--- config.mk ---
export PLATFORM = sky130hd
export DESIGN_NAME = keyed_table_with_aging_and_eviction_core
export DESIGN_NICKNAME = d
export VERILOG_FILES = /design/src/hw/rtl/ktae_pkg.sv /design/src/hw/rtl/ktae_ram.sv /design/src/hw/rtl/ktae_fifo.sv /design/src/hw/rtl/ktae_front.sv /design/src/hw/rtl/ktae_back.sv /design/src/hw/rtl/keyed_table_with_aging_and_eviction_core.sv
export SDC_FILE = /design/constraint.sdc
export NUM_CORES = 2
export LEC_CHECK = 0
export BUFFER_PORTS_ARGS = -buffer_cell sky130_fd_sc_hd__clkbuf_2
export CORE_MARGIN = 2
export CORE_UTILIZATION = 45
export CTS_CLUSTER_DIAMETER = 200
export CTS_CLUSTER_SIZE = 25
export DETAILED_ROUTE_END_ITERATION = 10
export PLACE_DENSITY_LB_ADDON = 0.15
export SLEW_MARGIN = 0
export SYNTH_ARGS = -nofsm -noshare
export SYNTH_HDL_FRONTEND = slang
export SYNTH_HIERARCHICAL = 1
export SYNTH_SLANG_ARGS = --single-unit
--- constraint.sdc ---
create_clock -name i_clk -period 11.1 [get_ports i_clk]
set_clock_uncertainty 0.2 [all_clocks]
set_input_delay 1.11 -clock i_clk [delete_from_list [all_inputs] [get_ports i_clk]]
set_output_delay 1.11 -clock i_clk [all_outputs]
set_load 0.05 [all_outputs]
--- src/hw/rtl/ktae_pkg.sv ---
// Shared types and constants for the keyed table with aging and eviction.
// Holds the command and result beat layouts plus the FSM state type.
// No dependencies.
`timescale 1ns / 1ps

package ktae_pkg;

    localparam int NUM_ENTRIES_DEF  = 16;
    localparam int PAYLOAD_BITS_DEF = 64;
    localparam int PAYLOAD_MAX      = 64;

    localparam logic [31:0] STALE_LIMIT_RST = 32'd1000;
    localparam logic [4:0]  MAX_RESULTS     = 5'd16;

    localparam logic [1:0] CMD_UPSERT = 2'd0;
    localparam logic [1:0] CMD_SWEEP  = 2'd1;
    localparam logic [1:0] CMD_READ   = 2'd2;

    typedef enum logic [1:0] {
        OP_UPSERT = 2'd0,
        OP_SWEEP  = 2'd1,
        OP_READ   = 2'd2
    } t_op;

    typedef enum logic [2:0] {
        ACT_UPDATED    = 3'd0,
        ACT_INSERTED   = 3'd1,
        ACT_REPLACED   = 3'd2,
        ACT_SWEPT      = 3'd3,
        ACT_READ_ENTRY = 3'd4,
        ACT_READ_NONE  = 3'd5
    } t_action;

    typedef enum logic [2:0] {
        ST_IDLE,
        ST_ISSUE,
        ST_EVAL,
        ST_FINISH,
        ST_EMIT
    } t_state;

    typedef struct packed {
        t_op                    op;
        logic [31:0]            key;
        logic [31:0]            ts;
        logic [PAYLOAD_MAX-1:0] payload;
        logic [31:0]            now;
        logic [4:0]             limit;
    } t_cmd;

    typedef struct packed {
        t_action                action;
        logic [3:0]             slot;
        logic [31:0]            id;
        logic [31:0]            ts;
        logic [PAYLOAD_MAX-1:0] payload;
        logic [4:0]             removed;
        logic [4:0]             valid_cnt;
        logic                   last;
    } t_result;

endpackage

--- src/hw/rtl/ktae_ram.sv ---
// Generic single-write, single-read RAM with registered read data.
// No dependencies.
`timescale 1ns / 1ps

module ktae_ram #(
    parameter int WIDTH = 8,
    parameter int DEPTH = 16
) (
    input  logic                                       i_clk,
    input  logic                                       i_we,
    input  logic [((DEPTH > 1) ? $clog2(DEPTH) : 1)-1:0] i_waddr,
    input  logic [WIDTH-1:0]                           i_wdata,
    input  logic [((DEPTH > 1) ? $clog2(DEPTH) : 1)-1:0] i_raddr,
    output logic [WIDTH-1:0]                           o_rdata
);

    logic [WIDTH-1:0] r_mem [DEPTH];
    logic [WIDTH-1:0] r_rdata;

    always_ff @(posedge i_clk) begin
        if (i_we) begin
            r_mem[i_waddr] <= i_wdata;
        end
        r_rdata <= r_mem[i_raddr];
    end

    assign o_rdata = r_rdata;

endmodule

--- src/hw/rtl/ktae_fifo.sv ---
// Small flop-based FIFO used for the command queue and the result queue.
// No dependencies; a push when full or a pop when empty is ignored.
`timescale 1ns / 1ps

module ktae_fifo #(
    parameter int WIDTH = 8,
    parameter int DEPTH = 2
) (
    input  logic             i_clk,
    input  logic             i_rst_n,
    input  logic             i_push,
    input  logic [WIDTH-1:0] i_wdata,
    input  logic             i_pop,
    output logic [WIDTH-1:0] o_rdata,
    output logic             o_full,
    output logic             o_empty
);

    localparam int PTR_W = (DEPTH > 1) ? $clog2(DEPTH) : 1;
    localparam int CNT_W = $clog2(DEPTH + 1);

    logic [WIDTH-1:0] r_mem [DEPTH];
    logic [PTR_W-1:0] r_wptr, n_wptr;
    logic [PTR_W-1:0] r_rptr, n_rptr;
    logic [CNT_W-1:0] r_cnt, n_cnt;
    logic             do_push, do_pop;

    assign do_push = i_push && !o_full;
    assign do_pop  = i_pop && !o_empty;

    always_comb begin
        n_wptr = r_wptr;
        n_rptr = r_rptr;
        n_cnt  = r_cnt;
        if (do_push) begin
            n_wptr = (r_wptr == PTR_W'(DEPTH - 1)) ? '0 : r_wptr + 1'b1;
        end
        if (do_pop) begin
            n_rptr = (r_rptr == PTR_W'(DEPTH - 1)) ? '0 : r_rptr + 1'b1;
        end
        if (do_push && !do_pop) begin
            n_cnt = r_cnt + 1'b1;
        end else if (do_pop && !do_push) begin
            n_cnt = r_cnt - 1'b1;
        end
    end

    always_ff @(posedge i_clk) begin
        if (!i_rst_n) begin
            r_wptr <= '0;
            r_rptr <= '0;
            r_cnt  <= '0;
        end else begin
            r_wptr <= n_wptr;
            r_rptr <= n_rptr;
            r_cnt  <= n_cnt;
        end
    end

    always_ff @(posedge i_clk) begin
        if (do_push) begin
            r_mem[r_wptr] <= i_wdata;
        end
    end

    assign o_rdata = r_mem[r_rptr];
    assign o_full  = (r_cnt == CNT_W'(DEPTH));
    assign o_empty = (r_cnt == '0);

endmodule

--- src/hw/rtl/ktae_front.sv ---
// Front end: takes input beats, decodes the command and queues known ones.
// Depends on ktae_pkg and ktae_fifo.
`timescale 1ns / 1ps

module ktae_front #(
    parameter int PAYLOAD_BITS = ktae_pkg::PAYLOAD_BITS_DEF
) (
    input  logic                    i_clk,
    input  logic                    i_rst_n,
    input  logic                    push,
    output logic                    full,
    input  logic [1:0]              i_command,
    input  logic [31:0]             i_peer_id,
    input  logic [31:0]             i_peer_timestamp,
    input  logic [PAYLOAD_BITS-1:0] i_peer_payload,
    input  logic [31:0]             i_now_time,
    input  logic [4:0]              i_read_limit,
    output ktae_pkg::t_cmd          o_cmd,
    output logic                    o_cmd_empty,
    input  logic                    i_cmd_pop
);

    import ktae_pkg::*;

    t_cmd             cmd_in;
    logic             known;
    logic [$bits(t_cmd)-1:0] q_rdata;

    // Unused command code is accepted and dropped here.
    assign known = (i_command inside {CMD_UPSERT, CMD_SWEEP, CMD_READ});

    always_comb begin
        cmd_in         = '0;
        cmd_in.op      = t_op'(i_command);
        cmd_in.key     = i_peer_id;
        cmd_in.ts      = i_peer_timestamp;
        cmd_in.payload = PAYLOAD_MAX'(i_peer_payload);
        cmd_in.now     = i_now_time;
        cmd_in.limit   = i_read_limit;
    end

    ktae_fifo #(
        .WIDTH ($bits(t_cmd)),
        .DEPTH (2)
    ) u_cmd_q (
        .i_clk   (i_clk),
        .i_rst_n (i_rst_n),
        .i_push  (push && known),
        .i_wdata (cmd_in),
        .i_pop   (i_cmd_pop),
        .o_rdata (q_rdata),
        .o_full  (full),
        .o_empty (o_cmd_empty)
    );

    assign o_cmd = t_cmd'(q_rdata);

endmodule

--- src/hw/rtl/ktae_back.sv ---
// Back end: scan sequencer over the entry RAM, valid bits and valid count.
// Depends on ktae_pkg and ktae_ram.
`timescale 1ns / 1ps

module ktae_back #(
    parameter int NUM_ENTRIES  = ktae_pkg::NUM_ENTRIES_DEF,
    parameter int PAYLOAD_BITS = ktae_pkg::PAYLOAD_BITS_DEF
) (
    input  logic              i_clk,
    input  logic              i_rst_n,
    input  ktae_pkg::t_cmd    i_cmd,
    input  logic              i_cmd_empty,
    output logic              o_cmd_pop,
    input  logic [31:0]       i_stale_limit,
    output ktae_pkg::t_result o_res,
    output logic              o_res_push,
    input  logic              i_res_full
);

    import ktae_pkg::*;

    localparam int SLOT_W = (NUM_ENTRIES > 1) ? $clog2(NUM_ENTRIES) : 1;
    localparam int CUR_W  = SLOT_W + 1;
    localparam int CNT_W  = $clog2(NUM_ENTRIES + 1);
    localparam int ROW_W  = 64 + PAYLOAD_BITS;

    t_state                 r_state, n_state;
    t_cmd                   r_cmd;
    logic [CUR_W-1:0]       r_cur;
    logic [SLOT_W-1:0]      r_idx;
    logic [4:0]             r_cnt;
    logic [CNT_W-1:0]       r_removed;
    logic                   r_match;
    logic [SLOT_W-1:0]      r_match_idx;
    logic [31:0]            r_min_time;
    logic [SLOT_W-1:0]      r_min_idx;
    logic [NUM_ENTRIES-1:0] r_valid;
    logic [CNT_W-1:0]       r_valid_cnt;
    t_result                r_res;

    logic                   nv_found;
    logic [SLOT_W-1:0]      nv_idx;
    logic                   free_found;
    logic [SLOT_W-1:0]      free_idx;
    logic                   above_any;
    logic [4:0]             lim;
    logic                   read_full;
    logic [ROW_W-1:0]       ram_q;
    logic [31:0]            rd_key, rd_time;
    logic [PAYLOAD_BITS-1:0] rd_data;
    logic                   key_hit, stale, inserted;
    logic [31:0]            age;
    logic [SLOT_W-1:0]      tgt;
    logic                   ram_we;
    t_result                eval_res, fin_res;

    assign rd_key  = ram_q[ROW_W-1 -: 32];
    assign rd_time = ram_q[ROW_W-33 -: 32];
    assign rd_data = ram_q[PAYLOAD_BITS-1:0];

    // Lowest valid slot at or after the cursor, lowest free slot, and
    // whether any valid slot lies beyond the one being read.
    always_comb begin
        nv_found   = 1'b0;
        nv_idx     = '0;
        free_found = 1'b0;
        free_idx   = '0;
        above_any  = 1'b0;
        for (int i = NUM_ENTRIES - 1; i >= 0; i--) begin
            if (r_valid[i] && (CUR_W'(i) >= r_cur)) begin
                nv_found = 1'b1;
                nv_idx   = SLOT_W'(i);
            end
            if (!r_valid[i]) begin
                free_found = 1'b1;
                free_idx   = SLOT_W'(i);
            end
            if (r_valid[i] && (SLOT_W'(i) > r_idx)) begin
                above_any = 1'b1;
            end
        end
    end

    assign lim       = (r_cmd.limit > MAX_RESULTS) ? MAX_RESULTS : r_cmd.limit;
    assign read_full = (r_cmd.op == OP_READ) && (r_cnt == lim);
    assign key_hit   = (rd_key == r_cmd.key);
    assign age       = r_cmd.now - rd_time;
    assign stale     = (age > i_stale_limit);
    assign inserted  = !r_match && free_found;
    assign tgt       = r_match ? r_match_idx : (free_found ? free_idx : r_min_idx);

    ktae_ram #(
        .WIDTH (ROW_W),
        .DEPTH (NUM_ENTRIES)
    ) u_entries (
        .i_clk   (i_clk),
        .i_we    (ram_we),
        .i_waddr (tgt),
        .i_wdata ({r_cmd.key, r_cmd.ts, PAYLOAD_BITS'(r_cmd.payload)}),
        .i_raddr (nv_idx),
        .o_rdata (ram_q)
    );

    // Next state
    always_comb begin
        n_state = r_state;
        case (r_state)
            ST_IDLE: begin
                if (!i_cmd_empty) begin
                    n_state = ST_ISSUE;
                end
            end
            ST_ISSUE: begin
                n_state = (nv_found && !read_full) ? ST_EVAL : ST_FINISH;
            end
            ST_EVAL: begin
                case (r_cmd.op)
                    OP_UPSERT: n_state = key_hit ? ST_FINISH : ST_ISSUE;
                    OP_READ:   n_state = ST_EMIT;
                    default:   n_state = ST_ISSUE;
                endcase
            end
            ST_FINISH: begin
                n_state = ST_EMIT;
            end
            ST_EMIT: begin
                if (!i_res_full) begin
                    n_state = r_res.last ? ST_IDLE : ST_ISSUE;
                end
            end
            default: n_state = ST_IDLE;
        endcase
    end

    // Outputs
    always_comb begin
        o_cmd_pop  = 1'b0;
        o_res_push = 1'b0;
        ram_we     = 1'b0;
        case (r_state)
            ST_IDLE:   o_cmd_pop  = !i_cmd_empty;
            ST_FINISH: ram_we     = (r_cmd.op == OP_UPSERT);
            ST_EMIT:   o_res_push = !i_res_full;
            default: begin
            end
        endcase
    end

    always_comb begin
        eval_res           = '0;
        eval_res.action    = ACT_READ_ENTRY;
        eval_res.slot      = 4'(r_idx);
        eval_res.id        = rd_key;
        eval_res.ts        = rd_time;
        eval_res.payload   = PAYLOAD_MAX'(rd_data);
        eval_res.valid_cnt = 5'(r_valid_cnt);
        eval_res.last      = ((r_cnt + 5'd1) == lim) || !above_any;
    end

    always_comb begin
        fin_res      = '0;
        fin_res.last = 1'b1;
        case (r_cmd.op)
            OP_UPSERT: begin
                fin_res.action    = r_match ? ACT_UPDATED :
                                    (free_found ? ACT_INSERTED : ACT_REPLACED);
                fin_res.slot      = 4'(tgt);
                fin_res.valid_cnt = 5'(r_valid_cnt + CNT_W'(inserted));
            end
            OP_SWEEP: begin
                fin_res.action    = ACT_SWEPT;
                fin_res.removed   = 5'(r_removed);
                fin_res.valid_cnt = 5'(r_valid_cnt);
            end
            default: begin
                fin_res.action    = ACT_READ_NONE;
                fin_res.valid_cnt = 5'(r_valid_cnt);
            end
        endcase
    end

    always_ff @(posedge i_clk) begin
        if (!i_rst_n) begin
            r_state     <= ST_IDLE;
            r_valid     <= '0;
            r_valid_cnt <= '0;
        end else begin
            r_state <= n_state;
            if (r_state == ST_EVAL && r_cmd.op == OP_SWEEP && stale) begin
                r_valid[r_idx] <= 1'b0;
                r_valid_cnt    <= r_valid_cnt - 1'b1;
            end
            if (ram_we) begin
                r_valid[tgt] <= 1'b1;
                if (inserted) begin
                    r_valid_cnt <= r_valid_cnt + 1'b1;
                end
            end
        end
    end

    always_ff @(posedge i_clk) begin
        case (r_state)
            ST_IDLE: begin
                r_cmd       <= i_cmd;
                r_cur       <= '0;
                r_idx       <= '0;
                r_cnt       <= '0;
                r_removed   <= '0;
                r_match     <= 1'b0;
                r_match_idx <= '0;
                r_min_time  <= '1;
                r_min_idx   <= '0;
            end
            ST_ISSUE: begin
                r_idx <= nv_idx;
                r_cur <= CUR_W'(nv_idx) + 1'b1;
            end
            ST_EVAL: begin
                case (r_cmd.op)
                    OP_UPSERT: begin
                        if (key_hit) begin
                            r_match     <= 1'b1;
                            r_match_idx <= r_idx;
                        end else if (rd_time < r_min_time) begin
                            r_min_time <= rd_time;
                            r_min_idx  <= r_idx;
                        end
                    end
                    OP_SWEEP: begin
                        if (stale) begin
                            r_removed <= r_removed + 1'b1;
                        end
                    end
                    default: begin
                        r_res <= eval_res;
                        r_cnt <= r_cnt + 5'd1;
                    end
                endcase
            end
            ST_FINISH: begin
                r_res <= fin_res;
            end
            default: begin
            end
        endcase
    end

    assign o_res = r_res;

endmodule

--- src/hw/rtl/keyed_table_with_aging_and_eviction_core.sv ---
// Keyed table: front decode queue, back scan sequencer, result queue.
// Upsert and sweep visit at most every valid slot, each through ISSUE and
// EVAL with the registered RAM read between; a read passes each returned
// beat through EMIT. One item is worked at a time; the queues absorb stalls.
// Reset clears all valid bits and the count at once and loads the stale
// limit with 1000; entry contents are not cleared and need no sweep.
`timescale 1ns / 1ps

module keyed_table_with_aging_and_eviction_core #(
    parameter int NUM_ENTRIES  = ktae_pkg::NUM_ENTRIES_DEF,
    parameter int PAYLOAD_BITS = ktae_pkg::PAYLOAD_BITS_DEF
) (
    input  logic                    i_clk,
    input  logic                    i_rst_n,
    input  logic                    i_cfg_we,
    input  logic [31:0]             i_cfg_wdata,
    input  logic                    push,
    output logic                    full,
    input  logic [1:0]              i_command,
    input  logic [31:0]             i_peer_id,
    input  logic [31:0]             i_peer_timestamp,
    input  logic [PAYLOAD_BITS-1:0] i_peer_payload,
    input  logic [31:0]             i_now_time,
    input  logic [4:0]              i_read_limit,
    output logic                    empty,
    input  logic                    pop,
    output logic [2:0]              o_action,
    output logic [3:0]              o_slot,
    output logic [31:0]             o_out_id,
    output logic [31:0]             o_out_timestamp,
    output logic [PAYLOAD_BITS-1:0] o_out_payload,
    output logic [4:0]              o_removed_count,
    output logic [4:0]              o_valid_count,
    output logic                    o_last
);

    import ktae_pkg::*;

    logic [31:0] r_stale_limit;
    t_cmd        cmd;
    logic        cmd_empty, cmd_pop;
    t_result     res_in, res_out;
    logic        res_push, res_full;
    logic [$bits(t_result)-1:0] res_q;

    always_ff @(posedge i_clk) begin
        if (!i_rst_n) begin
            r_stale_limit <= STALE_LIMIT_RST;
        end else if (i_cfg_we) begin
            r_stale_limit <= i_cfg_wdata;
        end
    end

    ktae_front #(
        .PAYLOAD_BITS (PAYLOAD_BITS)
    ) u_front (
        .i_clk            (i_clk),
        .i_rst_n          (i_rst_n),
        .push             (push),
        .full             (full),
        .i_command        (i_command),
        .i_peer_id        (i_peer_id),
        .i_peer_timestamp (i_peer_timestamp),
        .i_peer_payload   (i_peer_payload),
        .i_now_time       (i_now_time),
        .i_read_limit     (i_read_limit),
        .o_cmd            (cmd),
        .o_cmd_empty      (cmd_empty),
        .i_cmd_pop        (cmd_pop)
    );

    ktae_back #(
        .NUM_ENTRIES  (NUM_ENTRIES),
        .PAYLOAD_BITS (PAYLOAD_BITS)
    ) u_back (
        .i_clk         (i_clk),
        .i_rst_n       (i_rst_n),
        .i_cmd         (cmd),
        .i_cmd_empty   (cmd_empty),
        .o_cmd_pop     (cmd_pop),
        .i_stale_limit (r_stale_limit),
        .o_res         (res_in),
        .o_res_push    (res_push),
        .i_res_full    (res_full)
    );

    ktae_fifo #(
        .WIDTH ($bits(t_result)),
        .DEPTH (2)
    ) u_res_q (
        .i_clk   (i_clk),
        .i_rst_n (i_rst_n),
        .i_push  (res_push),
        .i_wdata (res_in),
        .i_pop   (pop),
        .o_rdata (res_q),
        .o_full  (res_full),
        .o_empty (empty)
    );

    assign res_out         = t_result'(res_q);
    assign o_action        = res_out.action;
    assign o_slot          = res_out.slot;
    assign o_out_id        = res_out.id;
    assign o_out_timestamp = res_out.ts;
    assign o_out_payload   = PAYLOAD_BITS'(res_out.payload);
    assign o_removed_count = res_out.removed;
    assign o_valid_count   = res_out.valid_cnt;
    assign o_last          = res_out.last;

endmodule

==> flow_summary.toml <==
[drt]
first_iter_violations = 5387
wl_per_cell_microns = 28.5
drc = 2
vias = 57400
dr.pass1.iters = 11
vias_per_cell = 5.74
ant_nets = 0
routed_wl_microns = 285000

[timing]
hold_viol_final = 0
tightest_slew_ns = 1.29
finalSetupTns_ns = 0
whs_ns = 0.230
maxSlewHeadroom = 0.140
fin_crit_ns = 5.93
slew_viol_final = 0
post-route-period-util = 0.534
rsz0062_at_grt = "false"
fmax_mhz = 169
setup_violations = 0

[synth]
syn_nets = 6269
synth_top_area_cell = "edfxtp_1"
synth_common_cells = "3047 x edfxtp_1, 476 x mux4_2, 220 x a22oi_1, 216 x nand2_1, 194 x dfxtp_1"
synth.most_common_cell = "edfxtp_1"
syn-cell-area_sq_um = 123000
yosysTopAreaCellShare = 0.746
synth-edff-count = 3047
async_flop_share = 0
ys_seq_area_frac = 0.778
synth-main-ff-cell = "edfxtp_1"
ys_types = 86
syn_inst = 5961
yosysWarningCount = 6
synth_area_leaders = "edfxtp_1 75%, mux4_2 8.7%, dfxtp_1 3.2%, mux2_4 1.6%, a22oi_1 1.3%"
syn_avg_cell_area_sq_um = 20.6
synth_seq_cells = 3241

[setup_path]
r2r-end = "u_back/r_valid_cnt[4]$_SDFF_PN0_"
worst-r2r-cell-count = 21
cp-end-kind = "register"
crit_end = "u_back/r_valid_cnt[4]$_SDFF_PN0_"
crit_arrival_ns = 6.47
start_kind = "register"
worstReg2RegStart = "u_back/r_cmd[5]$_DFFE_PP_"
startpoint = "u_back/r_cmd[5]$_DFFE_PP_"
worstSetupPathType = "reg2reg"
rrSetupSlack_ns = 5.17
critical_path_required_ns = 11.64
cp_max_fo = 17

[cts]
post-cts-setup-buffers = 0
cts_tree = "built"
cts_sinks = 3241
cts_buffers = 148
clk_pin_slew_ns = 0.10
insertion_delay_ns = 0.87
cts_resized = 0
clock_path_buffers = 3
holdBufCountCts = 0
cts-root-buf = "clkbuf_16"
h-tree-depth = 4

[outcome]
violations = "DRC"
status = "finished, violations left"

[final_layout]
stdcell_area_sq_um = 133000
drive_gt1_frac = 0.213
synthToLayoutAreaGrowth_pct = 8.55
final_util = 0.491
nets = 6610
fillers = 22200

[grt]
grt_max_degree = 105
antenna_found_initial = 20
grt_usage = 0.203
grt_pass1_wl_microns = 409000
grt_pass1_vias = 57800
overflow = 0

[place]
dpl_cell_area_sq_um = 129000
dp.final_hpwl_microns = 152000
gp_congestion = 0.817
portBuffers = 351

[hold_path]
hold_path_class = "in2reg"

[power]
power_density_nw_per_um2 = 197
total_leakage_power_nw = 42.3
total_power_w = 0.0262
vdd_drop_max_mv = 0.173

[floorplan]
die_h_microns = 526
dieArea_sq_um = 277000
start_util = 0.452
pin_count = 352
fp-row-count = 191
coreArea_sq_um = 271000
die_w_microns = 526

[flow_run]
max_cap_violations = 0
==> kinds of logic after synthesis <==
logic type | share of synthesized area
adders and majority gates | 0.0107
DFF | 0.778
and+or+nand+nor | 0.0270
xor gates and xnor gates | 0.00550
muxes | 0.130
buffers and inverters | 0.0160
AOI/OAI and AO/OA | 0.0328
==> report_power, final <==
part | switching, W | internal [W] | leakage (nW)
logic | 0.00203 | 0.00113 | 10.8
clock network | 0.00372 | 0.00263 | 2.09
registers | 0.00127 | 0.0154 | 29.3
total | 0.00702 | 0.0191 | 42.3
==> layout by cell type, fill, tap and decap left out, types with 47 or more instances in the layout <==
master and count:
mux2_2 84, mux2i_1 119, mux2_1 100, mux2_4 130, a21oi_1 83, clkbuf_1 100
nor2b_1 47, dfxtp_1 192, nor2_1 110, ha_1 103, edfxtp_1 3047, nand2_1 216
o21ai_0 53, buf_4 80, inv_1 124, mux4_2 476, clkbuf_2 351, and2_1 113
clkbuf_16 151, a22oi_1 219
==> state kept, by name (all words and copies together), names as in the netlist, named ones only <==
| name | count |
|---|---|
| u_front/u_cmd_q/r_cnt | 2 |
| u_back/r_match_idx | 4 |
| u_back/r_removed | 5 |
| u_front/u_cmd_q/r_mem | 334 |
| u_back/r_state | 3 |
| u_front/u_cmd_q/r_wptr | 1 |
| u_res_q/r_mem | 292 |
| u_back/r_cmd | 167 |
| u_res_q/r_cnt | 2 |
| u_back/r_valid | 16 |
| u_res_q/r_rptr | 1 |
| r_stale_limit | 32 |
| u_front/u_cmd_q/r_rptr | 1 |
| u_back/r_cur | 5 |
| u_res_q/r_wptr | 1 |
| u_back/o_res | 146 |
| u_back/r_cnt | 5 |
| u_back/r_min_idx | 4 |
| u_back/r_min_time | 32 |
| u_back/r_match | 1 |
| u_back/r_valid_cnt | 5 |
| u_back/u_entries/r_mem | 2048 |
| u_back/r_idx | 4 |
| u_back/u_entries/o_rdata | 128 |
==> area by class of cell <==
class                   instances  area, sq um  area share
diodes                          7         17.5    0.000132
clock buffers                 251         4150      0.0312
clock inverters                14          274     0.00206
inverters                     128          488     0.00367
multi-input cells            2330        25500       0.191
flip-flops and latches       3241        95400       0.717
well taps                    3570         4470      0.0336
repair buffers                453         2800      0.0210
==> how the worst min path moves through the flow <==
stage | endpoint | start | cells after the start
CTS | u_front/u_cmd_q/r_mem[0][109]$_DFFE_PP_ | i_peer_timestamp[8] | 1
global placement | u_res_q/r_mem[0][80]$_DFFE_PP_ | u_back/o_res[80]$_SDFFCE_PP0P_ | 0
detailed placement | u_res_q/r_mem[0][3]$_DFFE_PP_ | u_back/o_res[3]$_DFFE_PP_ | 0
floorplan | u_res_q/r_mem[0][100]$_DFFE_PP_ | u_back/o_res[100]$_SDFFCE_PP0P_ | 0
global route | u_front/u_cmd_q/r_mem[0][98]$_DFFE_PP_ | i_peer_payload[61] | 1
finish | u_front/u_cmd_q/r_mem[1][109]$_DFFE_PP_ | i_peer_timestamp[8] | 1
==> layer usage <==
layer,vias up,part of all wire,track usage
met2,1515,0.49,0.338
met3,267,0.050,0.0240
li1,24600,-,-
met1,31000,0.44,0.290
met4,2,0.018,0.0418
met5,-,0.000046,0
==> critical path: stages, from the launching register on <==
cell       delay, ns
edfxtp_1        0.39
inv_1           0.07
ha_1            0.17
inv_1           0.06
fa_1            0.43
a211oi_1        0.27
o21bai_1        0.15
o41ai_1         0.44
nand2_1         0.21
a31oi_1         0.30
o21bai_1        0.10
a21oi_1         0.19
xnor2_1         0.15
ha_1            0.26
and4_1          0.21
a2111oi_0       0.44
o21ai_0         0.15
o211ai_1        0.17
nand3_1         0.34
o21ai_2         0.69
o21ai_0         0.24
mux2i_1         0.15
==> per-stage QoR <==
step                      cells  worst slack, ns
final                      9994             5.17
after global placement     9722             5.31
after detailed placement   9722             5.34
after global routing       9990             4.68
after CTS                  9987             5.28
after floorplan            5961          -0.0574
Note: power is estimated with default switching activity, not from simulation.
